[src/sv/bir_pkg.sv]
// Shared types, constants and helpers of the bicubic resampler.
// No dependencies.
`default_nettype none

package bir_pkg;

   localparam int SAMPLE_BITS    = 18;
   localparam int COORD_BITS     = 8;
   localparam int CFG_BITS       = 9;
   localparam int CSR_INDEX_BITS = 8;

   // datapath widths
   localparam int OPND_BITS  = SAMPLE_BITS + 6;   // row values with headroom
   localparam int COEF_BITS  = OPND_BITS + 4;
   localparam int SUM_BITS   = COEF_BITS + 6;
   localparam int FRAC_BITS  = 17;                // fraction, signed positive
   localparam int PROD_BITS  = SUM_BITS + FRAC_BITS;
   localparam int VAL_BITS   = SUM_BITS + 2;
   localparam int POS_BITS   = 21;
   localparam int NUM_BITS   = 34;
   localparam int DIV_BITS   = 10;
   localparam int CNT_BITS   = 6;
   localparam int DIV_STEPS  = NUM_BITS;
   localparam int FETCH_WORDS = 16;
   localparam int PASS_COL   = 4;

   typedef enum logic [0:0] {
      OP_STORE = 1'b0,
      OP_QUERY = 1'b1
   } op_type;

   typedef enum logic [CSR_INDEX_BITS-1:0] {
      REG_SOURCE_WIDTH  = 8'd0,
      REG_SOURCE_HEIGHT = 8'd1,
      REG_TARGET_WIDTH  = 8'd2,
      REG_TARGET_HEIGHT = 8'd3
   } reg_index_type;

   typedef enum logic [2:0] {
      ST_IDLE,
      ST_DIVIDE,
      ST_BASE,
      ST_FETCH,
      ST_CUBIC,
      ST_DONE
   } state_type;

   typedef enum logic [2:0] {
      PH_COEF,
      PH_MUL1,
      PH_MUL2,
      PH_MUL3,
      PH_ROUND
   } phase_type;

   typedef struct packed {
      logic       store_write;
      logic       query_start;
      logic       div_step;
      logic       base_load;
      logic       fetch_issue;
      logic       fetch_capture;
      logic [3:0] fetch_index;
      logic       cubic_en;
      logic       col_pass;
      phase_type  phase;
      logic       load_out;
   } cmd_type;

   // clamp a signed index into 0..size-1
   function automatic logic [POS_BITS-1:0] clamp_index(
         input logic signed [POS_BITS-1:0] v,
         input logic [CFG_BITS-1:0] size);
      logic signed [POS_BITS-1:0] lim;
      lim = $signed(POS_BITS'(size) - POS_BITS'(1));
      if (v < 0) begin
         return '0;
      end else if (v > lim) begin
         return lim;
      end
      return v;
   endfunction

endpackage

`default_nettype wire

[src/sv/bir_controller.sv]
// Sequencer of the bicubic resampler: divide, fetch, cubic passes, output handoff.
// Depends on bir_pkg.
`default_nettype none

module bir_controller (
   input  wire logic             clock,
   input  wire logic             reset,
   input  wire logic             req_valid,
   input  wire bir_pkg::op_type  req_op,
   input  wire logic             rsp_ready,
   output logic                  req_ready,
   output logic                  rsp_valid,
   output bir_pkg::cmd_type      cmd
);

   localparam int CW = bir_pkg::CNT_BITS;

   bir_pkg::state_type state_ff, state_in;
   bir_pkg::phase_type phase_ff, phase_in;
   logic [CW-1:0]      cnt_ff, cnt_in;
   logic [2:0]         pass_ff, pass_in;
   logic               rsp_valid_ff, rsp_valid_in;
   logic               accept, out_free;

   assign accept   = req_valid && (state_ff == bir_pkg::ST_IDLE);
   assign out_free = !rsp_valid_ff || rsp_ready;

   always_comb begin
      state_in = state_ff;
      cnt_in   = cnt_ff;
      pass_in  = pass_ff;
      phase_in = phase_ff;
      case (state_ff)
         bir_pkg::ST_IDLE: begin
            if (accept && req_op == bir_pkg::OP_QUERY) begin
               state_in = bir_pkg::ST_DIVIDE;
               cnt_in   = '0;
            end
         end
         bir_pkg::ST_DIVIDE: begin
            cnt_in = cnt_ff + CW'(1);
            if (cnt_ff == CW'(bir_pkg::DIV_STEPS)) begin
               state_in = bir_pkg::ST_BASE;
            end
         end
         bir_pkg::ST_BASE: begin
            state_in = bir_pkg::ST_FETCH;
            cnt_in   = '0;
         end
         bir_pkg::ST_FETCH: begin
            cnt_in = cnt_ff + CW'(1);
            if (cnt_ff == CW'(bir_pkg::FETCH_WORDS)) begin
               state_in = bir_pkg::ST_CUBIC;
               pass_in  = '0;
               phase_in = bir_pkg::PH_COEF;
            end
         end
         bir_pkg::ST_CUBIC: begin
            case (phase_ff)
               bir_pkg::PH_COEF: phase_in = bir_pkg::PH_MUL1;
               bir_pkg::PH_MUL1: phase_in = bir_pkg::PH_MUL2;
               bir_pkg::PH_MUL2: phase_in = bir_pkg::PH_MUL3;
               bir_pkg::PH_MUL3: phase_in = bir_pkg::PH_ROUND;
               default: begin
                  phase_in = bir_pkg::PH_COEF;
                  pass_in  = pass_ff + 3'd1;
                  if (pass_ff == 3'(bir_pkg::PASS_COL)) begin
                     state_in = bir_pkg::ST_DONE;
                  end
               end
            endcase
         end
         bir_pkg::ST_DONE: begin
            if (out_free) begin
               state_in = bir_pkg::ST_IDLE;
            end
         end
         default: state_in = bir_pkg::ST_IDLE;
      endcase
   end

   always_comb begin
      cmd               = '0;
      cmd.phase         = phase_ff;
      cmd.col_pass      = (pass_ff == 3'(bir_pkg::PASS_COL));
      cmd.fetch_index   = cnt_ff[3:0];
      rsp_valid_in      = rsp_valid_ff && !rsp_ready;
      case (state_ff)
         bir_pkg::ST_IDLE: begin
            cmd.store_write = accept && req_op == bir_pkg::OP_STORE;
            cmd.query_start = accept && req_op == bir_pkg::OP_QUERY;
         end
         // first cycle loads the numerators, then one quotient bit a cycle
         bir_pkg::ST_DIVIDE: cmd.div_step = (cnt_ff != '0);
         bir_pkg::ST_BASE:   cmd.base_load = 1'b1;
         bir_pkg::ST_FETCH: begin
            cmd.fetch_issue   = cnt_ff < CW'(bir_pkg::FETCH_WORDS);
            cmd.fetch_capture = cnt_ff != '0;
         end
         bir_pkg::ST_CUBIC: cmd.cubic_en = 1'b1;
         bir_pkg::ST_DONE: begin
            cmd.load_out = out_free;
            if (out_free) begin
               rsp_valid_in = 1'b1;
            end
         end
         default: ;
      endcase
   end

   always_ff @(posedge clock) begin
      if (reset) begin
         state_ff     <= bir_pkg::ST_IDLE;
         phase_ff     <= bir_pkg::PH_COEF;
         cnt_ff       <= '0;
         pass_ff      <= '0;
         rsp_valid_ff <= 1'b0;
      end else begin
         state_ff     <= state_in;
         phase_ff     <= phase_in;
         cnt_ff       <= cnt_in;
         pass_ff      <= pass_in;
         rsp_valid_ff <= rsp_valid_in;
      end
   end

   assign req_ready = (state_ff == bir_pkg::ST_IDLE);
   assign rsp_valid = rsp_valid_ff;

endmodule

`default_nettype wire

[config.mk]
export PLATFORM = sky130hd
export DESIGN_NAME = bir_controller
export DESIGN_NICKNAME = d
export VERILOG_FILES = /design/src/sv/bir_pkg.sv /design/src/sv/bir_controller.sv
export SDC_FILE = /design/constraint.sdc
export NUM_CORES = 1
export LEC_CHECK = 0
export ABC_AREA = 1
export BUFFER_PORTS_ARGS = -buffer_cell sky130_fd_sc_hd__clkbuf_2
export CAP_MARGIN = 30
export CORE_MARGIN = 8
export CORE_UTILIZATION = 42
export DETAILED_ROUTE_END_ITERATION = 10
export HOLD_SLACK_MARGIN = 0.02
export SLEW_MARGIN = 10
export SYNTH_ARGS = -nofsm -noshare
export SYNTH_HDL_FRONTEND = slang
export SYNTH_SLANG_ARGS = --single-unit
[constraint.sdc]
create_clock -name clock -period 2.9 [get_ports clock]
set_clock_uncertainty 0.2 [all_clocks]
set_input_delay 0.29 -clock clock [delete_from_list [all_inputs] [get_ports clock]]
set_output_delay 0.29 -clock clock [all_outputs]
set_load 0.005 [all_outputs]
==> flow_metrics.tcl, run 1 <==
set metrics [dict create \
    syn_avg_cell_area_um2 6.462 \
    finalCriticalPeriod_ns 1.864 \
    drt_pre_antenna_iters 4 \
    max_stage_delay_ns 0.48 \
    clk_path_buf_depth 2 \
    ys_ff_latch 16 \
    slew_viol_final 0 \
    hold_buffers 0 \
    cts_tree "done" \
    wirelength_um 2359 \
    cp.depth 5 \
    die_w_um 66.23 \
    h-tree-depth 1 \
    synthCells 164 \
    rr_worst_depth 11 \
    ys_types 25 \
    gr-total-overflow 0 \
    maxCapViolCount 0 \
    io_buffers 22 \
    mappedNetlistNets 174 \
    synth-xor-area-share 0.008264 \
    critPathRequiredTime_ns 2.41 \
    area_growth_pct 12.87 \
    whs_endpoint "rsp_valid" \
    grt_max_degree 10 \
    hpwl_um 1928 \
    worstHoldPathCells 4 \
    via_per_inst 4.799 \
    cts.sinks 16 \
    cellLeakagePower_nw 0.6200 \
    status "complete, no violations" \
    root_buffer "clkbuf_4" \
    postCtsSetupRepairBufs 0 \
    max_slew_margin 0.8222 \
    synth_fa_ha_area_frac 0.05903 \
    rsz0062_at_grt "no" \
    synth_compound_area_frac 0.1204 \
    ios 23 \
    crit_arrival_ns 1.37 \
    crit_family "flip-flops" \
    insertion_delay_ns 0.28 \
    min_from "rsp_ready" \
    crit_slowest_cell "dfxtp_1" \
    powerDensity_nw_per_um2 854.8 \
    grt_pass1_wl_um 4243 \
    dpl_cell_area_um2 1174 \
    final_area_um2 1196 \
    synth-simple-area-share 0.3684 \
    row_count 18 \
    nets 196 \
    critPathMaxFanout 7 \
    die-area_um2 4386 \
    setup_tns_ns 0 \
    path_clk_slew_ns 0.09 \
    syn_area_um2 1060 \
    setup_violations 0 \
    path_class "reg -> out" \
    tightestPinTransition_ns 0.2664 \
    vias 1027 \
    drive_above_1_share 0.2391 \
    synth_warnings 0 \
    clock.fmax_mhz 536.5 \
    hold_viol 0 \
    die_h_um 66.23 \
    cts_buffers 3 \
    drcViolationCount 0 \
    endpoint_kind "output port" \
    grt_pass1_vias 987 \
    min-delay-path-class "in -> reg" \
    synth_top_family_by_area "simple AND/OR/NAND/NOR gates" \
    wire_per_inst_um 11.02 \
    crit_buf_inv 2 \
    ir_worst_vdd_uv 518.2 \
    core_um2 2432 \
    synth_mux_area_frac 0 \
    start_util 0.4357 \
    cp_cell_sequence "nand2_4 -> inv_2 -> nand2_1 -> nor3_1 -> clkbuf_2" \
    ant_nets 0 \
    post_cts_resized 0 \
    grtUsageTotal 0.1200 \
    cp-start-kind "flop" \
    r2r-start "cnt_ff[0]" \
    rrSetupSlack_ns 1.33 \
    antenna_found_initial 0 \
    yosysSeqAreaShare 0.3022 \
    antenna_cells 0 \
    fin_crit_sh 0.6427 \
    worstReg2RegEnd "state_ff[2]" \
    finalWeightedCongestion 0.9269 \
    drt_iter0_drc 46 \
]
-- cell families (layout without fill, tap and decap cells) --
family	after synthesis	count (layout)
buffers and inverters	36	56
DFF	16	16
and+or+nand+nor	84	84
adders and majority gates	5	5
xor gates and xnor gates	1	1
AOI/OAI and AO/OA	22	22
-- layer usage --
| layer | GRT usage | share of wire |
|---|---|---|
| met3 | 0.04407 | 0.053 |
| met1 | 0.1337 | 0.48 |
| met4 | 0.03467 | 0.0042 |
| met2 | 0.2075 | 0.47 |
| met5 | 0 | 0 |
-- flip-flops by register name (all words and copies together) (netlist names) --
| register | flops |
|---|---|
| state_ff | 3 |
| phase_ff | 3 |
| cnt_ff | 6 |
| pass_ff | 3 |
| rsp_valid | 1 |
-- per-stage QoR --
stage	instances	hold WS [ns]	setup slack (ns)	power (W)	util
6_report	214	0.1013	1.036	0.001022	0.4918
3_3_place_gp	211	0.2505	1.335	0.0009109	0.4825
3_5_place_dp	211	0.2653	1.333	0.0009141	0.4825
2_1_floorplan	164	0.2376	1.456	0.0007722	-
5_1_grt	214	0.1209	0.9167	0.001147	0.4918
4_1_cts	214	0.09451	1.017	0.001035	0.4918
-- worst min-delay path: stages --
cell      delay [ns]
clkbuf_2        0.09
inv_1           0.03
nand2_1         0.07
a21oi_1         0.06
-- synth_stat cells --
master / instances / area (um^2)
a21oi_1: 10 / 50.05
a22oi_1: 1 / 7.510
a31oi_1: 1 / 6.260
buf_1: 1 / 3.750
buf_4: 4 / 30.03
clkinv_1: 1 / 3.750
dfxtp_1: 16 / 320.3
ha_1: 5 / 62.56
inv_1: 24 / 90.09
inv_2: 6 / 22.52
nand2_1: 33 / 123.9
nand2_2: 5 / 31.28
nand2_4: 1 / 11.26
nand3_1: 7 / 35.03
nand3_2: 3 / 30.03
nand4_1: 3 / 18.77
nor2_1: 26 / 97.59
nor2_4: 2 / 22.52
nor3_1: 4 / 20.02
o211ai_1: 1 / 7.510
o21ai_0: 3 / 15.01
o21ai_1: 1 / 5.000
o21ai_2: 2 / 17.52
o22ai_1: 3 / 18.77
xor2_1: 1 / 8.760
-- worst max-delay path by stage --
stage,start,end,slack [ns]
global placement,state_ff[2],pass_ff[0],1.34
finish,state_ff[0],cmd[11],1.04
floorplan,cnt_ff[0],state_ff[1],1.46
global route,state_ff[2],cmd[11],0.92
detailed placement,state_ff[0],pass_ff[2],1.33
CTS,state_ff[0],cmd[11],1.02
-- where the power goes --
group | internal (W) | switching (W)
Combinational | 0.000212 | 0.000381
Sequential | 0.000258 | 0.0000559
Clock | 0.0000482 | 0.0000672
Total | 0.000518 | 0.000504
-- cell type report --
| type | instances | area, um^2 |
|---|---|---|
| Tap cell | 30 | 37.54 |
| Sequential cell | 16 | 320.3 |
| Fill cell | 264 | 1236 |
| Timing Repair Buffer | 22 | 110.1 |
| Clock buffer | 3 | 22.52 |
| Inverter | 31 | 116.4 |
| Multi-Input combinational cell | 112 | 589.3 |
-- layout by cell type (no fill, tap or decap), drive strengths merged, types with 3 or more instances in the layout --
cell type | Yosys | layout
a21oi | 10 | 10
nand2 | 39 | 39
nor2 | 28 | 28
o22ai | 3 | 3
clkbuf | 0 | 25
nand3 | 10 | 10
o21ai | 6 | 6
ha | 5 | 5
nand4 | 3 | 3
nor3 | 4 | 4
dfxtp | 16 | 16
inv | 30 | 30
(Power assumes the default switching activity.)
==> run 2, diff against run 1 <==
- clock period: 2.9 -> 1.9 ns (I/O delays scaled with it)
==> run 2 against run 1 <==
  * Sequential share of layout area shrank 0.98 points
  * Die area is the same
  * Sequential power grew 54%
  * Clock-buffer cell count grew 1
  * Critical endpoint is now cmd[13]
  * Largest power group unchanged
==> flow_metrics.tcl, run 2 (synthesized netlist as in run 1, its figures left out) <==
set metrics [dict create \
    path_class "reg -> out" \
    grt_pass1_wl_um 4305 \
    grt_pass1_vias 1007 \
    final_cell_mix "33 x nand2_1, 26 x nor2_1, 24 x inv_1" \
    status "complete, no violations" \
    finalCriticalPeriod_ns 1.716 \
    critPathRequiredTime_ns 1.51 \
    vias 1039 \
    die_w_um 66.23 \
    cp-start-kind "flop" \
    finalWeightedCongestion 0.8580 \
    fin_util 0.5123 \
    endpoint_kind "output port" \
    place_inst 211 \
    setup_tns_ns 0 \
    max_slew_margin 0.8203 \
    h-tree-depth 1 \
    rsz0062_at_grt "no" \
    wirelength_um 2432 \
    gr-total-overflow 0 \
    wire_per_inst_um 11.16 \
    hold_viol 0 \
    critPathMaxFanout 4 \
    via_per_inst 4.766 \
    maxCapViolCount 0 \
    start_util 0.4357 \
    clock.fmax_mhz 582.7 \
    drt_pre_antenna_iters 4 \
    ant_nets 0 \
    min-delay-path-class "in -> reg" \
    place_ws_ns 0.3158 \
    antenna_cells 0 \
    setup_slack_ns 0.1839 \
    grt_max_degree 10 \
    cts_buffers 3 \
    postCtsSetupRepairBufs 0 \
    fin_cells 218 \
    drcViolationCount 0 \
    final_common_cell "nand2_1" \
    powerDensity_nw_per_um2 1313 \
    cellLeakagePower_nw 0.6474 \
    grtUsageTotal 0.1206 \
    largest_reg_flops 6 \
    row_count 18 \
    rrSetupSlack_ns 0.27 \
    fin_crit_sh 0.9032 \
    cts_tree "done" \
    fin_hold_ws_ns 0.1172 \
    ir_worst_vdd_uv 713.1 \
    root_buffer "clkbuf_4" \
    crit_arrival_ns 1.33 \
    insertion_delay_ns 0.30 \
    setup_violations 0 \
    die-area_um2 4386 \
    ios 23 \
    die_h_um 66.23 \
    drive_above_1_share 0.2500 \
    cts.sinks 16 \
    max_flop_register "cnt_ff" \
    tightestPinTransition_ns 0.2692 \
    fill_cells 258 \
    antenna_found_initial 0 \
    core_um2 2432 \
    clk_path_buf_depth 2 \
    slew_viol_final 0 \
    area_growth_pct 17.59 \
    drt_iter0_drc 30 \
    path_clk_slew_ns 0.11 \
    nets 199 \
    io_buffers 22 \
    hpwl_um 1901 \
]
-- run 2: cell types whose count changed in the layout (fill, tap and decap cells not counted), sizes merged --
cell and delta:
clkbuf +1, dlygate4sd3 +3
-- run 2: final timing paths --
| check | cells after the start | start | endpoint |
|---|---|---|---|
| max | 6 | cnt_ff[0] | cmd[13] |
| max reg2reg | 4 | state_ff[1] | rsp_valid |
| min | 6 | req_valid | state_ff[0] |
| min reg2reg | 2 | pass_ff[2] | pass_ff[2] |
-- run 2: layer usage --
layer | GRT usage | up-vias | wire, um
met4 | 0.04000 | 0 | 35
met3 | 0.03729 | 4 | 132
li1 | - | 559 | -
met2 | 0.1954 | 26 | 1140
met1 | 0.1469 | 450 | 1123
met5 | 0 | - | 0
-- run 2: report_power, final --
group	internal, W	switching [W]	leakage (nW)
clock network	0.000117	0.000121	0.0210
logic	0.000331	0.000585	0.496
registers	0.000397	0.0000871	0.130
-- run 2: critical path, cell delays in order, from the launching register on --
cell and delay, ns:
dfxtp_1 0.39, inv_1 0.10, ha_1 0.22, nand4_1 0.11, nand2_1 0.06, inv_1 0.05
clkbuf_2 0.10
-- run 2: stage by stage --
stage	total power [W]	area, um^2
2_1_floorplan	0.001179	1060
3_3_place_gp	0.001404	1174
3_5_place_dp	0.001397	1174
4_1_cts	0.001649	1240
5_1_grt	0.001810	1246
6_report	0.001636	1246
-- run 2: area by class of cell --
cell class | instances | area [um^2] | area share
clock buffer | 4 | 36.28 | 0.02912
inverter | 31 | 116.4 | 0.09337
multi-input combinational | 112 | 594.3 | 0.4769
sequential | 16 | 321.6 | 0.2580
tap | 30 | 37.54 | 0.03012
timing repair buffer | 25 | 140.1 | 0.1124
-- run 2: what timing repair did --
item | CTS | global route
gates resized for setup | 0 | 2
hold buffers | 3 | 0
setup endpoints to repair | 0 | 1
hold endpoints to repair | 7 | 0
